File: src/rtl/pva_pkg.sv
package pva_pkg;

   // Defaults for the top-level parameters
   localparam int CHANNELS_DEF    = 8;
   localparam int SOURCE_BITS_DEF = 16;

   // Fixed field widths
   localparam int OP_W    = 2;
   localparam int CLASS_W = 4;
   localparam int PRIO_W  = 8;
   localparam int REL_W   = 3;
   localparam int CHAN_W  = 3;
   localparam int CFG_W   = 4;

   // Channel count register after reset
   localparam logic [CFG_W-1:0] CSR_RESET = 4'd8;

   // Operation codes carried on req_tuser
   localparam logic [OP_W-1:0] OP_START   = 2'd0;
   localparam logic [OP_W-1:0] OP_STOP    = 2'd1;
   localparam logic [OP_W-1:0] OP_RELEASE = 2'd2;
   localparam logic [OP_W-1:0] OP_CLEAR   = 2'd3;

   // Result word: granted, chan, stop_a_valid, stop_a_chan,
   // stop_b_valid, stop_b_chan, cleared_all, then zero fill
   localparam int RSP_BITS = 1 + CHAN_W + 1 + CHAN_W + 1 + CHAN_W + 1;
   localparam int RSP_W    = ((RSP_BITS + 7) / 8) * 8;
   localparam int RSP_PAD  = RSP_W - RSP_BITS;

   // Bit positions of the result flags
   localparam int RSP_GRANT_BIT = 0;
   localparam int RSP_CHAN_LSB  = 1;
   localparam int RSP_SA_V_BIT  = 4;
   localparam int RSP_SA_LSB    = 5;
   localparam int RSP_SB_V_BIT  = 8;
   localparam int RSP_SB_LSB    = 9;
   localparam int RSP_CLR_BIT   = 12;

   // Commands from the controller to the datapath
   typedef struct packed {
      logic load;        // capture the request fields, clear the result
      logic idx_clr;     // scan index back to channel 0
      logic idx_inc;     // scan index to the next channel
      logic free_cur;    // clear busy of the scanned channel
      logic free_rel;    // clear busy of the released channel
      logic set_sa_cur;  // first stop is the scanned channel
      logic set_sa_rel;  // first stop is the released channel
      logic set_sb_cur;  // second stop is the scanned channel
      logic grant_cur;   // give the scanned channel to the new sound
      logic clear_all;   // free every channel
      logic publish;     // move the finished result to the output register
   } cmd_type;

   // Status from the datapath to the controller
   typedef struct packed {
      logic cur_busy;    // scanned channel is busy
      logic match_src;   // scanned owner equals the request source
      logic match_full;  // scanned owner and class equal the request
      logic src_nz;      // request source is not zero
      logic prio_hit;    // scanned priority number at least the request's
      logic idx_last;    // scan index is the last live channel
      logic rel_ok;      // release channel is live and busy
   } sts_type;

endpackage

File: src/rtl/priority_voice_allocator.sv
// Voice allocator over a table of CHANNELS sound channels.
// Request channel (req_*): req_tuser carries the operation (start, stop by
// source, release, clear all), req_tdata the source id, exclusivity class,
// priority number and release channel. One request is in work at a time;
// req_tready is high only while the block waits for a request.
// Result channel (rsp_*): one transfer per request, with the granted channel,
// up to two stopped channels and the clear-all flag.
// Configuration: csr_we/csr_wdata write the live channel count n.
// Timing: the table is walked one channel per cycle through a single compare
// unit. A start takes up to three walks (stop same source and class, look
// for a free channel, look for one to steal). The result sits in an output
// register; the next request is taken in the cycle after its result is
// published. A further result waits while rsp_tready is low.
// Reset: synchronous, active high; all channels free, n = 8.
module priority_voice_allocator
   import pva_pkg::*;
#(
   parameter int CHANNELS    = CHANNELS_DEF,
   parameter int SOURCE_BITS = SOURCE_BITS_DEF,
   parameter int REQ_W       = ((SOURCE_BITS + CLASS_W + PRIO_W + REL_W + 7) / 8) * 8
) (
   input  logic             clock,
   input  logic             reset,
   input  logic             req_tvalid,
   output logic             req_tready,
   // source_id, excl_class, prio, release_chan
   input  logic [REQ_W-1:0] req_tdata,
   // opcode
   input  logic [OP_W-1:0]  req_tuser,
   output logic             rsp_tvalid,
   input  logic             rsp_tready,
   // granted, chan, stop_a_valid, stop_a_chan, stop_b_valid, stop_b_chan,
   // cleared_all
   output logic [RSP_W-1:0] rsp_tdata,
   input  logic             csr_we,
   input  logic [CFG_W-1:0] csr_wdata
);

   cmd_type cmd;
   sts_type sts;

   pva_controller u_ctrl (
      .clock      (clock),
      .reset      (reset),
      .req_tvalid (req_tvalid),
      .req_tready (req_tready),
      .req_tuser  (req_tuser),
      .rsp_tvalid (rsp_tvalid),
      .rsp_tready (rsp_tready),
      .sts        (sts),
      .cmd        (cmd)
   );

   pva_datapath #(
      .CHANNELS    (CHANNELS),
      .SOURCE_BITS (SOURCE_BITS),
      .REQ_W       (REQ_W)
   ) u_dp (
      .clock     (clock),
      .reset     (reset),
      .req_tdata (req_tdata),
      .csr_we    (csr_we),
      .csr_wdata (csr_wdata),
      .cmd       (cmd),
      .sts       (sts),
      .rsp_tdata (rsp_tdata)
   );

endmodule

File: src/rtl/pva_datapath.sv
module pva_datapath
   import pva_pkg::*;
#(
   parameter int CHANNELS    = CHANNELS_DEF,
   parameter int SOURCE_BITS = SOURCE_BITS_DEF,
   parameter int REQ_W       = ((SOURCE_BITS + CLASS_W + PRIO_W + REL_W + 7) / 8) * 8
) (
   input  logic             clock,
   input  logic             reset,
   input  logic [REQ_W-1:0] req_tdata,
   input  logic             csr_we,
   input  logic [CFG_W-1:0] csr_wdata,
   input  cmd_type          cmd,
   output sts_type          sts,
   output logic [RSP_W-1:0] rsp_tdata
);

   localparam int IDX_W   = (CHANNELS > 1) ? $clog2(CHANNELS) : 1;
   localparam int CLOG_CH = $clog2(CHANNELS + 1);
   localparam int CNT_W   = (CLOG_CH > CFG_W) ? CLOG_CH : CFG_W;
   localparam int CLS_LSB = SOURCE_BITS;
   localparam int PRI_LSB = SOURCE_BITS + CLASS_W;
   localparam int REL_LSB = SOURCE_BITS + CLASS_W + PRIO_W;

   // Configuration and channel table
   logic [CFG_W-1:0]       csr_ff, csr_in;
   logic [CHANNELS-1:0]    busy_ff, busy_in;
   logic [SOURCE_BITS-1:0] owner_src_ff   [CHANNELS];
   logic [CLASS_W-1:0]     owner_class_ff [CHANNELS];
   logic [PRIO_W-1:0]      owner_prio_ff  [CHANNELS];

   // Scan index and captured request
   logic [IDX_W-1:0]       idx_ff, idx_in;
   logic [SOURCE_BITS-1:0] src_ff, src_in;
   logic [CLASS_W-1:0]     cls_ff, cls_in;
   logic [PRIO_W-1:0]      prio_ff, prio_in;
   logic [REL_W-1:0]       rel_ff, rel_in;

   // Result being built and the output register
   logic              granted_ff, granted_in;
   logic [CHAN_W-1:0] chan_ff, chan_in;
   logic              sa_v_ff, sa_v_in;
   logic [CHAN_W-1:0] sa_c_ff, sa_c_in;
   logic              sb_v_ff, sb_v_in;
   logic [CHAN_W-1:0] sb_c_ff, sb_c_in;
   logic              clr_ff, clr_in;
   logic [RSP_W-1:0]  rsp_ff, rsp_in;

   logic [CNT_W-1:0] cfg_ext;
   logic [CNT_W-1:0] live;
   logic [CNT_W-1:0] last_idx;
   logic [IDX_W-1:0] rel_idx;
   logic [CHAN_W-1:0] idx_chan;

   // Live channel count, clamped to 1..CHANNELS
   always_comb begin
      cfg_ext = CNT_W'(csr_ff);
      priority if (cfg_ext == '0) begin
         live = CNT_W'(1);
      end else if (cfg_ext > CNT_W'(CHANNELS)) begin
         live = CNT_W'(CHANNELS);
      end else begin
         live = cfg_ext;
      end
      last_idx = live - CNT_W'(1);
   end

   assign rel_idx  = IDX_W'(rel_ff);
   assign idx_chan = CHAN_W'(idx_ff);

   // Compare the scanned entry against the request
   always_comb begin
      sts.cur_busy   = busy_ff[idx_ff];
      sts.match_src  = (owner_src_ff[idx_ff] == src_ff);
      sts.match_full = sts.match_src && (owner_class_ff[idx_ff] == cls_ff);
      sts.src_nz     = |src_ff;
      sts.prio_hit   = (owner_prio_ff[idx_ff] >= prio_ff);
      sts.idx_last   = (CNT_W'(idx_ff) == last_idx);
      sts.rel_ok     = (CNT_W'(rel_ff) < live) && busy_ff[rel_idx];
   end

   // Next-state logic
   always_comb begin
      csr_in     = csr_we ? csr_wdata : csr_ff;
      busy_in    = busy_ff;
      idx_in     = idx_ff;
      src_in     = src_ff;
      cls_in     = cls_ff;
      prio_in    = prio_ff;
      rel_in     = rel_ff;
      granted_in = granted_ff;
      chan_in    = chan_ff;
      sa_v_in    = sa_v_ff;
      sa_c_in    = sa_c_ff;
      sb_v_in    = sb_v_ff;
      sb_c_in    = sb_c_ff;
      clr_in     = clr_ff;
      rsp_in     = rsp_ff;

      // capture a new request
      if (cmd.load) begin
         src_in     = req_tdata[SOURCE_BITS-1:0];
         cls_in     = req_tdata[CLS_LSB +: CLASS_W];
         prio_in    = req_tdata[PRI_LSB +: PRIO_W];
         rel_in     = req_tdata[REL_LSB +: REL_W];
         granted_in = 1'b0;
         chan_in    = '0;
         sa_v_in    = 1'b0;
         sa_c_in    = '0;
         sb_v_in    = 1'b0;
         sb_c_in    = '0;
         clr_in     = 1'b0;
      end

      // scan index
      if (cmd.idx_clr) begin
         idx_in = '0;
      end else if (cmd.idx_inc) begin
         idx_in = idx_ff + IDX_W'(1);
      end

      // busy marks; a grant wins over a free of the same channel
      if (cmd.clear_all) begin
         busy_in = '0;
         clr_in  = 1'b1;
      end
      if (cmd.free_cur) begin
         busy_in[idx_ff] = 1'b0;
      end
      if (cmd.free_rel) begin
         busy_in[rel_idx] = 1'b0;
      end
      if (cmd.grant_cur) begin
         busy_in[idx_ff] = 1'b1;
         granted_in      = 1'b1;
         chan_in         = idx_chan;
      end

      // stop reports
      if (cmd.set_sa_cur) begin
         sa_v_in = 1'b1;
         sa_c_in = idx_chan;
      end else if (cmd.set_sa_rel) begin
         sa_v_in = 1'b1;
         sa_c_in = rel_ff;
      end
      if (cmd.set_sb_cur) begin
         sb_v_in = 1'b1;
         sb_c_in = idx_chan;
      end

      // output register
      if (cmd.publish) begin
         rsp_in = {{RSP_PAD{1'b0}}, clr_ff, sb_c_ff, sb_v_ff, sa_c_ff, sa_v_ff,
                   chan_ff, granted_ff};
      end
   end

   // Control registers
   always_ff @(posedge clock) begin
      if (reset) begin
         csr_ff  <= CSR_RESET;
         busy_ff <= '0;
         idx_ff  <= '0;
      end else begin
         csr_ff  <= csr_in;
         busy_ff <= busy_in;
         idx_ff  <= idx_in;
      end
   end

   // Payload registers
   always_ff @(posedge clock) begin
      src_ff     <= src_in;
      cls_ff     <= cls_in;
      prio_ff    <= prio_in;
      rel_ff     <= rel_in;
      granted_ff <= granted_in;
      chan_ff    <= chan_in;
      sa_v_ff    <= sa_v_in;
      sa_c_ff    <= sa_c_in;
      sb_v_ff    <= sb_v_in;
      sb_c_ff    <= sb_c_in;
      clr_ff     <= clr_in;
      rsp_ff     <= rsp_in;
   end

   // Owner table, written at the scan index on a grant
   always_ff @(posedge clock) begin
      if (cmd.grant_cur) begin
         owner_src_ff[idx_ff]   <= src_ff;
         owner_class_ff[idx_ff] <= cls_ff;
         owner_prio_ff[idx_ff]  <= prio_ff;
      end
   end

   assign rsp_tdata = rsp_ff;

endmodule

File: src/rtl/pva_controller.sv
module pva_controller
   import pva_pkg::*;
(
   input  logic            clock,
   input  logic            reset,
   input  logic            req_tvalid,
   output logic            req_tready,
   input  logic [OP_W-1:0] req_tuser,
   output logic            rsp_tvalid,
   input  logic            rsp_tready,
   input  sts_type         sts,
   output cmd_type         cmd
);

   localparam logic [2:0] ST_IDLE  = 3'd0;
   localparam logic [2:0] ST_FIRST = 3'd1;  // stop lowest same source and class
   localparam logic [2:0] ST_SCAN  = 3'd2;  // look for a free or reusable channel
   localparam logic [2:0] ST_STEAL = 3'd3;  // look for a channel to steal
   localparam logic [2:0] ST_SRC   = 3'd4;  // stop by source
   localparam logic [2:0] ST_REL   = 3'd5;
   localparam logic [2:0] ST_CLR   = 3'd6;
   localparam logic [2:0] ST_DONE  = 3'd7;

   logic [2:0] state_ff, state_in;
   logic       rsp_valid_ff, rsp_valid_in;
   logic       out_free;

   assign out_free   = !rsp_valid_ff || rsp_tready;
   assign req_tready = (state_ff == ST_IDLE);
   assign rsp_tvalid = rsp_valid_ff;

   // Sequencer
   always_comb begin
      cmd      = '0;
      state_in = state_ff;
      unique case (state_ff)
         ST_IDLE: begin
            if (req_tvalid) begin
               cmd.load    = 1'b1;
               cmd.idx_clr = 1'b1;
               unique case (req_tuser)
                  OP_START:   state_in = ST_FIRST;
                  OP_STOP:    state_in = ST_SRC;
                  OP_RELEASE: state_in = ST_REL;
                  OP_CLEAR:   state_in = ST_CLR;
                  default:    state_in = ST_IDLE;
               endcase
            end
         end
         ST_FIRST: begin
            if (sts.cur_busy && sts.match_full) begin
               cmd.free_cur   = 1'b1;
               cmd.set_sa_cur = 1'b1;
               cmd.idx_clr    = 1'b1;
               state_in       = ST_SCAN;
            end else if (sts.idx_last) begin
               cmd.idx_clr = 1'b1;
               state_in    = ST_SCAN;
            end else begin
               cmd.idx_inc = 1'b1;
            end
         end
         ST_SCAN: begin
            if (!sts.cur_busy) begin
               cmd.grant_cur = 1'b1;
               state_in      = ST_DONE;
            end else if (sts.src_nz && sts.match_full) begin
               // same source still playing this class: reuse it
               cmd.set_sb_cur = 1'b1;
               cmd.grant_cur  = 1'b1;
               state_in       = ST_DONE;
            end else if (sts.idx_last) begin
               cmd.idx_clr = 1'b1;
               state_in    = ST_STEAL;
            end else begin
               cmd.idx_inc = 1'b1;
            end
         end
         ST_STEAL: begin
            if (sts.prio_hit) begin
               cmd.set_sb_cur = 1'b1;
               cmd.grant_cur  = 1'b1;
               state_in       = ST_DONE;
            end else if (sts.idx_last) begin
               state_in = ST_DONE;
            end else begin
               cmd.idx_inc = 1'b1;
            end
         end
         ST_SRC: begin
            if (sts.cur_busy && sts.match_src) begin
               cmd.free_cur   = 1'b1;
               cmd.set_sa_cur = 1'b1;
               state_in       = ST_DONE;
            end else if (sts.idx_last) begin
               state_in = ST_DONE;
            end else begin
               cmd.idx_inc = 1'b1;
            end
         end
         ST_REL: begin
            if (sts.rel_ok) begin
               cmd.free_rel   = 1'b1;
               cmd.set_sa_rel = 1'b1;
            end
            state_in = ST_DONE;
         end
         ST_CLR: begin
            cmd.clear_all = 1'b1;
            state_in      = ST_DONE;
         end
         ST_DONE: begin
            if (out_free) begin
               cmd.publish = 1'b1;
               state_in    = ST_IDLE;
            end
         end
         default: state_in = ST_IDLE;
      endcase
   end

   // Output valid: set on publish, cleared on transfer
   always_comb begin
      priority if (cmd.publish) begin
         rsp_valid_in = 1'b1;
      end else if (rsp_tready) begin
         rsp_valid_in = 1'b0;
      end else begin
         rsp_valid_in = rsp_valid_ff;
      end
   end

   always_ff @(posedge clock) begin
      if (reset) begin
         state_ff     <= ST_IDLE;
         rsp_valid_ff <= 1'b0;
      end else begin
         state_ff     <= state_in;
         rsp_valid_ff <= rsp_valid_in;
      end
   end

endmodule

File: config.mk
export PLATFORM = sky130hd
export DESIGN_NAME = priority_voice_allocator
export DESIGN_NICKNAME = d
export VERILOG_FILES = /design/src/rtl/pva_pkg.sv /design/src/rtl/priority_voice_allocator.sv /design/src/rtl/pva_datapath.sv /design/src/rtl/pva_controller.sv
export SDC_FILE = /design/constraint.sdc
export NUM_CORES = 1
export LEC_CHECK = 0
export ABC_AREA = 1
export CAP_MARGIN = 20
export CORE_ASPECT_RATIO = 1.25
export CORE_UTILIZATION = 30
export DETAILED_ROUTE_END_ITERATION = 8
export DONT_BUFFER_PORTS = 1
export GPL_TIMING_DRIVEN = 1
export SKIP_LAST_GASP = 1
export SYNTH_ARGS = -nofsm -noshare
export SYNTH_HDL_FRONTEND = slang
export SYNTH_HIERARCHICAL = 1
export SYNTH_SLANG_ARGS = --single-unit
File: constraint.sdc
create_clock -name clock -period 3.66 [get_ports clock]
set_input_delay 0.549 -clock clock [delete_from_list [all_inputs] [get_ports clock]]
set_output_delay 0.549 -clock clock [all_outputs]
set_load 0.005 [all_outputs]
==> qor.csv, run 1 <==
stage,metric,value,unit
run_status,status,completed,
worst_setup_path,CP Capture Type,register,
yosys,Syn Inst Count,1223,
pwr,Peak VDD IR,0.404,mV
worst_setup_path,CP Max Fanout,37,
layout,share of layout cells above drive strength 1,7.27,%
layout,ANT cells,0,
cts,CTS Buf Count,29,
sta,fin crit share,93.0,%
routing,via count,8360,
flow_run,Max-cap violations,0,
routing,final antenna-violating net count,0,
global_route,initial antenna violation count,0,
sta,Peak Freq,294,MHz
die,Die H,235,um
min_path,Worst Hold Class,primary input to register,
die,Initial Util,30.6,%
yosys,"Seq/Total Area, Yosys",67.9,%
sta,skew final,0.0240,ns
yosys,Ys Warns,6,
sta,unrepaired setup endpoints after global routing,false,
yosys,Mapped Area,0.0130,mm^2
die,IO Pins,61,
routing,initial DRC count,612,
cts,worst-case clock buffer depth,3,
layout,"most common cell after layout, fill and taps aside",nand2_1,
yosys,synthesized area per cell,10.6,um^2
placed_design,input/output buffers,0,
pwr,LEAKAGE,0.00560,uW
layout,nets,1284,
cts,Worst-path clk slew,0.06,ns
routing,Routed wire per std cell,15.8,um
yosys,Yosys reg bits,303,
sta,Final Hold Fails,0,
global_route,GRT Util Overall,12.9,%
cts,CTS tree,yes,
sta,final slew viol count,0,
sta,worst slew pin tran,0.643,ns
sta,Worst slew margin,57.0,%
placed_design,Final HPWL DP,16.3,mm
global_route,first-pass GRT wire length,44.7,mm
cts,Sink Count,303,
worst_setup_path,critical path arrival,3.66,ns
yosys,number of synthesized flops with an enable pin,277,
layout,Layout area overhead,13.9,%
worst_setup_path,Critical Path RT,3.92,ns
worst_setup_path,crit path launch type,register,
yosys,"Primary FF master, synth",edfxtp_1,
die,# rows,84,
sta,clock period minus worst slack,3.40,ns
die,core area,0.0425,mm^2
routing,drt first pass iters,7,
cts,htree depth,1,
sta,Hold WS,0.0569,ns
cts,"Clk Latency, worst-skew pair",0.57,ns
yosys,synth unique cells,40,
sta,endpoints failing setup,0,
pwr,Final Power,9450,uW
global_route,pin count of the biggest net entering global routing,75,
cts,"Hold-fix buffers, CTS",0,
yosys,Post-synth ARST share,0,%
global_route,vias in the first global route,8079,
global_route,GRT Residual Overflow,0,
cts,root buf cell,clkbuf_16,
routing,DRC,0,
placed_design,GPL Wtd Cong,0.876,
layout,fillcell total,4181,
die,DIE AREA,0.0442,mm^2
die,Die X,188,um
layout,"leading cell types in the layout, fill and taps excluded","nand2_1 (299), edfxtp_1 (277), nor2_1 (143)",
routing,Via density,4.62,
worst_setup_path,WS Path Type,register to register,
routing,Routed Wire Length,28.7,mm
pwr,P per Cell Area,638,mW/mm^2
-- metal layers --
metal,share of wire [%],track usage [%],up-vias
li1,-,-,4131
met1,43,15.6,3953
met2,50,23.0,231
met3,4.5,1.63,45
met4,2.7,4.80,0
met5,0,0,-
-- cell type report --
cell class                 instances  area [um^2]  area share, %
clock inverter                    20          150           1.01
timing repair buffer              27          444           3.00
sequential                       303         8840           59.7
tap                              559          699           4.72
multi-input combinational        729         3400           23.0
inverter                         139          528           3.56
clock buffer                      34          744           5.03
-- cells in the mapped netlist (2+ instances only) --
master / instances / share of area [%]
inv_1: 133 / 3.8
nor4_1: 4 / 0.19
nor2_1: 153 / 4.4
o21ai_1: 6 / 0.23
buf_2: 20 / 0.77
nand3_1: 100 / 3.8
buf_4: 14 / 0.81
o2111ai_1: 9 / 0.61
inv_2: 5 / 0.14
a21oi_1: 22 / 0.85
or2_2: 2 / 0.096
o22ai_1: 12 / 0.58
dfxtp_1: 26 / 4.0
clkbuf_1: 12 / 0.35
xor2_1: 5 / 0.34
nand2_1: 302 / 8.7
nor3_1: 2 / 0.077
o21ai_0: 64 / 2.5
buf_6: 6 / 0.52
xnor2_1: 2 / 0.13
edfxtp_1: 277 / 64
nand3b_1: 8 / 0.46
nand4_1: 4 / 0.19
ha_1: 12 / 1.2
a31oi_1: 8 / 0.38
-- critical path: stages (launching register included) --
cell	delay [ns]
dfxtp_4	0.37
inv_2	0.16
buf_16	0.23
nand2_1	0.08
nand3_1	0.07
nand2_1	0.05
nand2_1	0.07
nand2_1	0.06
nand2_1	0.05
nand2_1	0.04
nor2_1	0.10
nand2_1	0.08
nor2_1	0.16
nand2_1	0.15
nor2_2	0.15
nand2_1	0.09
nand2_1	0.09
nand3_1	0.17
nand2_4	0.15
clkinvlp_4	0.22
nor2_4	0.26
clkbuf_16	0.25
-- registers in the layout (all words and copies together), names as in the netlist, 4 cells and up, named ones only --
signal / cells
u_dp/prio_ff: 8
u_dp/busy_ff: 8
u_dp/rsp_tdata: 13
u_dp/cfg_ext: 4
u_dp/owner_src_ff: 128
u_dp/owner_class_ff: 32
u_dp/owner_prio_ff: 64
u_dp/cls_ff: 4
u_dp/src_ff: 16
-- metrics by stage --
step | instances | setup TNS (ns) | worst slack, ns | cell area (um^2) | utilization (%)
final | 1811 | 0 | 0.257 | 14800 | 34.9
after global routing | 1811 | 0 | 0.00292 | 14800 | 34.9
after CTS | 1807 | 0 | 0.113 | 14700 | 34.6
after detailed placement | 1753 | 0 | 0.120 | 13800 | 32.5
after global placement | 1753 | 0 | 0.162 | 13800 | 32.5
after floorplan | 1225 | -25.74 | -0.225 | 13000 | -
-- power breakdown --
part	internal [uW]	switching, uW
Sequential	4320	320
Combinational	678	1300
Clock	1590	1240
-- final timing paths --
path / startpoint / endpoint / slack [ns] / depth (start not counted)
worst max-delay path: register / u_dp/owner_src_ff[2][11] / 0.26 / 21
worst min-delay path: reset / u_ctrl/state_ff[2] / 0.06 / 1
worst max register to register: register / u_dp/owner_src_ff[2][11] / 0.26 / 21
worst min register to register: u_dp/sa_c_ff[2] / u_dp/rsp_tdata[7] / 0.42 / 0
-- kinds of logic after synthesis --
| logic type | synth area share [%] |
|---|---|
| buffers and inverters | 6.60 |
| adder cells (fa/ha/maj) | 1.15 |
| other | 0.0288 |
| AND/OR/NAND/NOR | 18.1 |
| XOR/XNOR | 0.471 |
| flip-flops | 67.9 |
| AO/OA/AOI/OAI | 5.67 |
-- timing repair --
action	CTS	global route
resized for setup	0	11
setup buffers	0	2
endpoints found under the setup margin	0	232
(Power assumes the default switching activity.)
==> run 2: changes to the inputs <==
Settings changed: CELL_PAD_IN_SITES_DETAIL_PLACEMENT set to 1, CELL_PAD_IN_SITES_GLOBAL_PLACEMENT set to 2, PLACE_DENSITY_LB_ADDON set to 0.1.
==> run 2 against run 1 <==
Total power rose by 10%; worst setup slack improved by 0.082 ns; critical endpoint is now u_dp/owner_src_ff[5][15]; combinational power rose by 8%; register-to-register slack improved by 0.08 ns; clock-buffer cell count rose by 15; non-clock buffer count rose by 22; critical path depth rose by 1.
==> qor.csv, run 2 (synthesis results as in run 1) <==
stage,metric,value,unit
run_status,status,completed,
sta,Worst slew margin,50.4,%
layout,Layout area overhead,17.7,%
layout,fillcell total,4706,
sta,fin crit share,90.7,%
routing,Routed wire per std cell,18.5,um
die,core area,0.0425,mm^2
flow_run,Max-cap violations,0,
cts,Worst-path clk slew,0.05,ns
sta,Peak Freq,301,MHz
sta,PnR worst setup slack,0.339,ns
cts,root buf cell,clkbuf_16,
layout,nets,1314,
cts,worst-case clock buffer depth,3,
routing,initial DRC count,395,
cts,"Hold-fix buffers, CTS",0,
pwr,P per Cell Area,680,mW/mm^2
routing,drt first pass iters,4,
global_route,GRT Util Overall,15.8,%
sta,final slew viol count,0,
sta,endpoints failing setup,0,
placed_design,input/output buffers,0,
layout,ANT cells,0,
worst_setup_path,CP Capture Type,register,
sta,skew final,0.0238,ns
worst_setup_path,crit path launch type,register,
routing,highest metal used,met5,
placed_design,Final HPWL DP,21.0,mm
sta,unrepaired setup endpoints after global routing,false,
layout,share of layout cells above drive strength 1,9.79,%
pwr,Final Power,10400,uW
routing,met3 wire length,832,um
layout,final std cells w/o fill,1846,
die,# rows,84,
layout,Top reg by flops,u_dp/owner_src_ff,
min_path,Worst Hold Class,primary input to register,
die,DIE AREA,0.0442,mm^2
routing,Routed Wire Length,34.1,mm
die,IO Pins,61,
sta,Final Hold Fails,0,
layout,Multi-input gate area,0.00341,mm^2
layout,Reg area,0.00884,mm^2
layout,Largest regs,"u_dp/owner_src_ff x128, u_dp/owner_prio_ff x64, u_dp/owner_class_ff x32",
global_route,initial antenna violation count,1,
layout,Largest register FFs,128,
pwr,LEAKAGE,0.00588,uW
global_route,GRT Residual Overflow,0,
worst_setup_path,WS Path Type,register to register,
cts,Sink Count,303,
routing,via count,8520,
worst_setup_path,Critical Path RT,3.86,ns
placed_design,placed cell count,1777,
routing,met2 wire len,17.3,mm
routing,DRC,0,
routing,Via density,4.62,
global_route,vias in the first global route,8896,
routing,M1 WL,15.2,mm
routing,final antenna-violating net count,0,
global_route,first-pass GRT wire length,52.8,mm
cts,"Clk Latency, worst-skew pair",0.53,ns
pwr,Peak VDD IR,0.308,mV
cts,CTS Buf Count,37,
die,Die X,188,um
die,Die H,235,um
sta,worst slew pin tran,0.742,ns
layout,"most common cell after layout, fill and taps aside",nand2_1,
die,Initial Util,30.6,%
layout,"leading cell types in the layout, fill and taps excluded","nand2_1 (300), edfxtp_1 (277), nor2_1 (141)",
placed_design,GPL Wtd Cong,0.726,
worst_setup_path,CP Max Fanout,37,
global_route,pin count of the biggest net entering global routing,43,
worst_setup_path,critical path arrival,3.52,ns
cts,CTS tree,yes,
layout,fin util,36.1,%
placed_design,pre-CTS setup slack,0.0800,ns
cts,htree depth,2,
sta,clock period minus worst slack,3.32,ns
==> run 2: repair_timing <==
| item | CTS | global route |
|---|---|---|
| buffers inserted | 0 | 2 |
| hold endpoints to repair | 0 | 0 |
| gates resized for setup | 0 | 7 |
| endpoints found under the setup margin | 0 | 233 |
==> run 2: stage by stage <==
stage	area, um^2	setup TNS, ns	hold slack, ns
2_1_floorplan	13000	-25.74	0.400
3_3_place_gp	14100	0	0.406
3_5_place_dp	14100	0	0.407
4_1_cts	15300	0	0.0567
5_1_grt	15300	0	0.0678
6_report	15300	0	0.0917
==> run 2: power breakdown <==
part / switching (uW) / total [uW] / internal [uW] / leakage [uW]
Clock: 1410 / 3650 / 2250 / 0.000594
Sequential: 307 / 4630 / 4320 / 0.00273
Combinational: 1400 / 2130 / 731 / 0.00255
==> run 2: path summary, 6_finish.rpt <==
path / startpoint / endpoint / slack (ns) / depth (start not counted)
worst min-delay path: reset / u_dp/busy_ff[0] / 0.09 / 1
worst max register to register: register / u_dp/owner_src_ff[5][15] / 0.34 / 22
worst max-delay path: register / u_dp/owner_src_ff[5][15] / 0.34 / 22
worst min register to register: u_dp/chan_ff[2] / u_dp/rsp_tdata[3] / 0.42 / 0
==> run 2: worst max-delay path: stages (launching register included) <==
cell	delay, ns
dfxtp_4	0.40
buf_12	0.22
buf_12	0.17
nand2_1	0.06
nand3_1	0.08
nand2_1	0.06
nand2_1	0.07
nand2_1	0.05
nand2_1	0.05
nand2_1	0.05
nor2_1	0.10
nand2_1	0.09
nor2_1	0.14
nand2_2	0.12
nor2_2	0.12
nand2_1	0.08
nand2_1	0.09
nand3_1	0.14
nand2_2	0.15
nand2_1	0.14
buf_4	0.20
nor2_4	0.13
buf_12	0.23
==> run 2: per-layer routing <==
metal  GRT usage [%]  vias up
li1                -     4188
met1            19.6     4197
met2            28.0       89
met3            2.48       44
met4            4.51        2
met5               0        -
==> run 2: layout make-up <==
class,count,share of cell area [%]
Clock buffer,49,6.68
Clock inverter,18,1.21
Inverter,139,3.42
Multi-Input combinational cell,729,22.2
Sequential cell,303,57.7
Tap cell,559,4.57
Timing Repair Buffer,49,4.14
==> run 3: changes to the inputs <==
Settings changed: CAP_MARGIN 20 to not set, SETUP_SLACK_MARGIN set to 0.5.
==> run 3 against run 2 <==
Worst setup slack gained 0.024 ns; combinational power rose by 30%; global-route usage grew 1.9 points; routed wire length increased by 13%; fmax grew 0.72%; first-iteration DRC count is 11% lower; hold slack worse by 0.0064 ns; via count is 4.3% higher; clock power decreased by 5%; register-to-register slack improved by 0.02 ns; die area stayed put.
==> qor.csv, run 3 (synthesis results as in run 1) <==
stage,metric,value,unit
run_status,status,completed,
worst_setup_path,cell at the slowest stage of the critical path,dfxtp_4,
global_route,GRT Util Overall,17.6,%
sta,Final Hold Fails,0,
worst_setup_path,worst reg2reg setup slack,0.36,ns
flow_run,Max-cap violations,0,
min_path,HP Start,reset,
routing,initial DRC count,351,
global_route,vias in the first global route,9562,
pwr,P per Cell Area,662,mW/mm^2
global_route,first-pass GRT wire length,58.3,mm
sta,final slew viol count,0,
layout,fin util,38.7,%
worst_setup_path,critical path's largest stage delay,0.39,ns
sta,skew final,0.0182,ns
routing,via count,8887,
routing,Routed wire per std cell,20.3,um
routing,final antenna-violating net count,0,
die,DIE AREA,0.0442,mm^2
pwr,Final Power,10900,uW
die,Initial Util,30.6,%
layout,Top reg by flops,u_dp/owner_src_ff,
worst_setup_path,WS Path Type,register to register,
sta,worst slew pin tran,0.878,ns
sta,TNS Setup,0,ns
sta,clock period minus worst slack,3.30,ns
min_path,Worst Hold Class,primary input to register,
cts,CTS Buf Count,36,
layout,share of layout cells above drive strength 1,17.0,%
worst_setup_path,CP Max Fanout,8,
min_path,WHS Path Cells,1,
cts,"Clk Latency, worst-skew pair",0.53,ns
cts,worst-case clock buffer depth,3,
global_route,GRT Residual Overflow,0,
cts,Worst-path clk slew,0.06,ns
worst_setup_path,worst-case reg-to-reg path depth,25,
global_route,initial antenna violation count,0,
cts,htree depth,2,
placed_design,placed cell count,1786,
die,core area,0.0425,mm^2
die,Die X,188,um
pwr,LEAKAGE,0.00638,uW
die,# rows,84,
sta,endpoints failing setup,0,
sta,Worst slew margin,41.3,%
worst_setup_path,crit path launch type,register,
routing,DRC,0,
worst_setup_path,Critical Path RT,3.90,ns
layout,Largest register FFs,128,
routing,Via density,4.69,
layout,final std cells w/o fill,1895,
die,Die H,235,um
placed_design,GPL Wtd Cong,0.758,
pwr,Peak VDD IR,0.416,mV
global_route,pin count of the biggest net entering global routing,29,
sta,fin crit share,90.1,%
worst_setup_path,critical path arrival,3.53,ns
worst_setup_path,CP Capture Type,register,
layout,Largest regs,"u_dp/owner_src_ff x128, u_dp/owner_prio_ff x64, u_dp/owner_class_ff x32",
cts,root buf cell,clkbuf_16,
routing,drt first pass iters,4,
layout,"most common cell after layout, fill and taps aside",nand2_1,
min_path,endpoint with the worst hold slack,u_dp/busy_ff[7],
routing,Routed Wire Length,38.6,mm
layout,ANT cells,0,
layout,nets,1366,
cts,Sink Count,303,
layout,"leading cell types in the layout, fill and taps excluded","nand2_1 (284), edfxtp_1 (277), nor2_1 (132)",
sta,Peak Freq,303,MHz
sta,unrepaired setup endpoints after global routing,true,
placed_design,Final HPWL DP,21.7,mm
layout,Layout area overhead,26.3,%
die,IO Pins,61,
placed_design,input/output buffers,0,
cts,CTS tree,yes,
worst_setup_path,Worst R2R End,u_dp/owner_src_ff[3][0],
## run 3: final cells by class
| cell class | count | area, um^2 |
|---|---|---|
| Clock buffer | 45 | 956 |
| Fill cell | 4597 | 26000 |
| Multi-Input combinational cell | 729 | 3650 |
| Timing Repair Buffer | 102 | 1560 |
| Clock inverter | 18 | 164 |
| Tap cell | 559 | 699 |
| Sequential cell | 303 | 8840 |
| Inverter | 139 | 556 |
## run 3: worst max path at each step
stage / cells after the start / slack [ns] / endpoint / startpoint
finish: 25 / 0.36 / u_dp/owner_src_ff[3][0] / register
global route: 23 / 0.17 / u_dp/owner_src_ff[2][0] / register
CTS: 24 / 0.40 / u_dp/owner_src_ff[3][0] / register
detailed placement: 21 / 0.15 / u_dp/owner_src_ff[3][12] / register
global placement: 21 / 0.17 / u_dp/owner_src_ff[3][12] / register
floorplan: 17 / 0.25 / u_dp/owner_class_ff[6][0] / register
## run 3: metal layers
layer / track usage [%] / vias to the layer above / wire length, um / share of wire (%)
li1: - / 4303 / - / -
met1: 21.5 / 4413 / 16500 / 43
met2: 31.7 / 117 / 20000 / 52
met3: 2.63 / 54 / 1140 / 2.9
met4: 5.22 / 0 / 967 / 2.5
met5: 0 / - / 0 / 0
## run 3: power breakdown
part,leakage [uW],internal [uW],total [uW],switching (uW)
Clock,0.000543,2060,3460,1400
Sequential,0.00273,4320,4640,318
Combinational,0.00310,1100,2770,1660
## run 3: stage by stage
step,setup WS (ns),cell area (um^2),hold slack (ns)
after global placement,0.173,14100,0.408
after CTS,0.396,16100,0.0622
after global routing,0.172,16400,0.0591
final,0.363,16400,0.0854
after floorplan,0.248,13100,0.400
after detailed placement,0.148,14100,0.408
## run 3: critical path, delay by kind of cell, from the launching register on
kind / cells / cell delay [ns]
buf+inv: 8 / 1.06
flops: 1 / 0.39
simple gates: 17 / 1.56
## run 3: what timing repair did
item / CTS / global route
endpoints found under the setup margin: 244 / 253
setup buffers: 19 / 10
pin swaps: 16 / 22
hold endpoints to repair: 0 / 0
cloned: 13 / 4
gates resized for setup: 77 / 65
hold buffers: 0 / 0
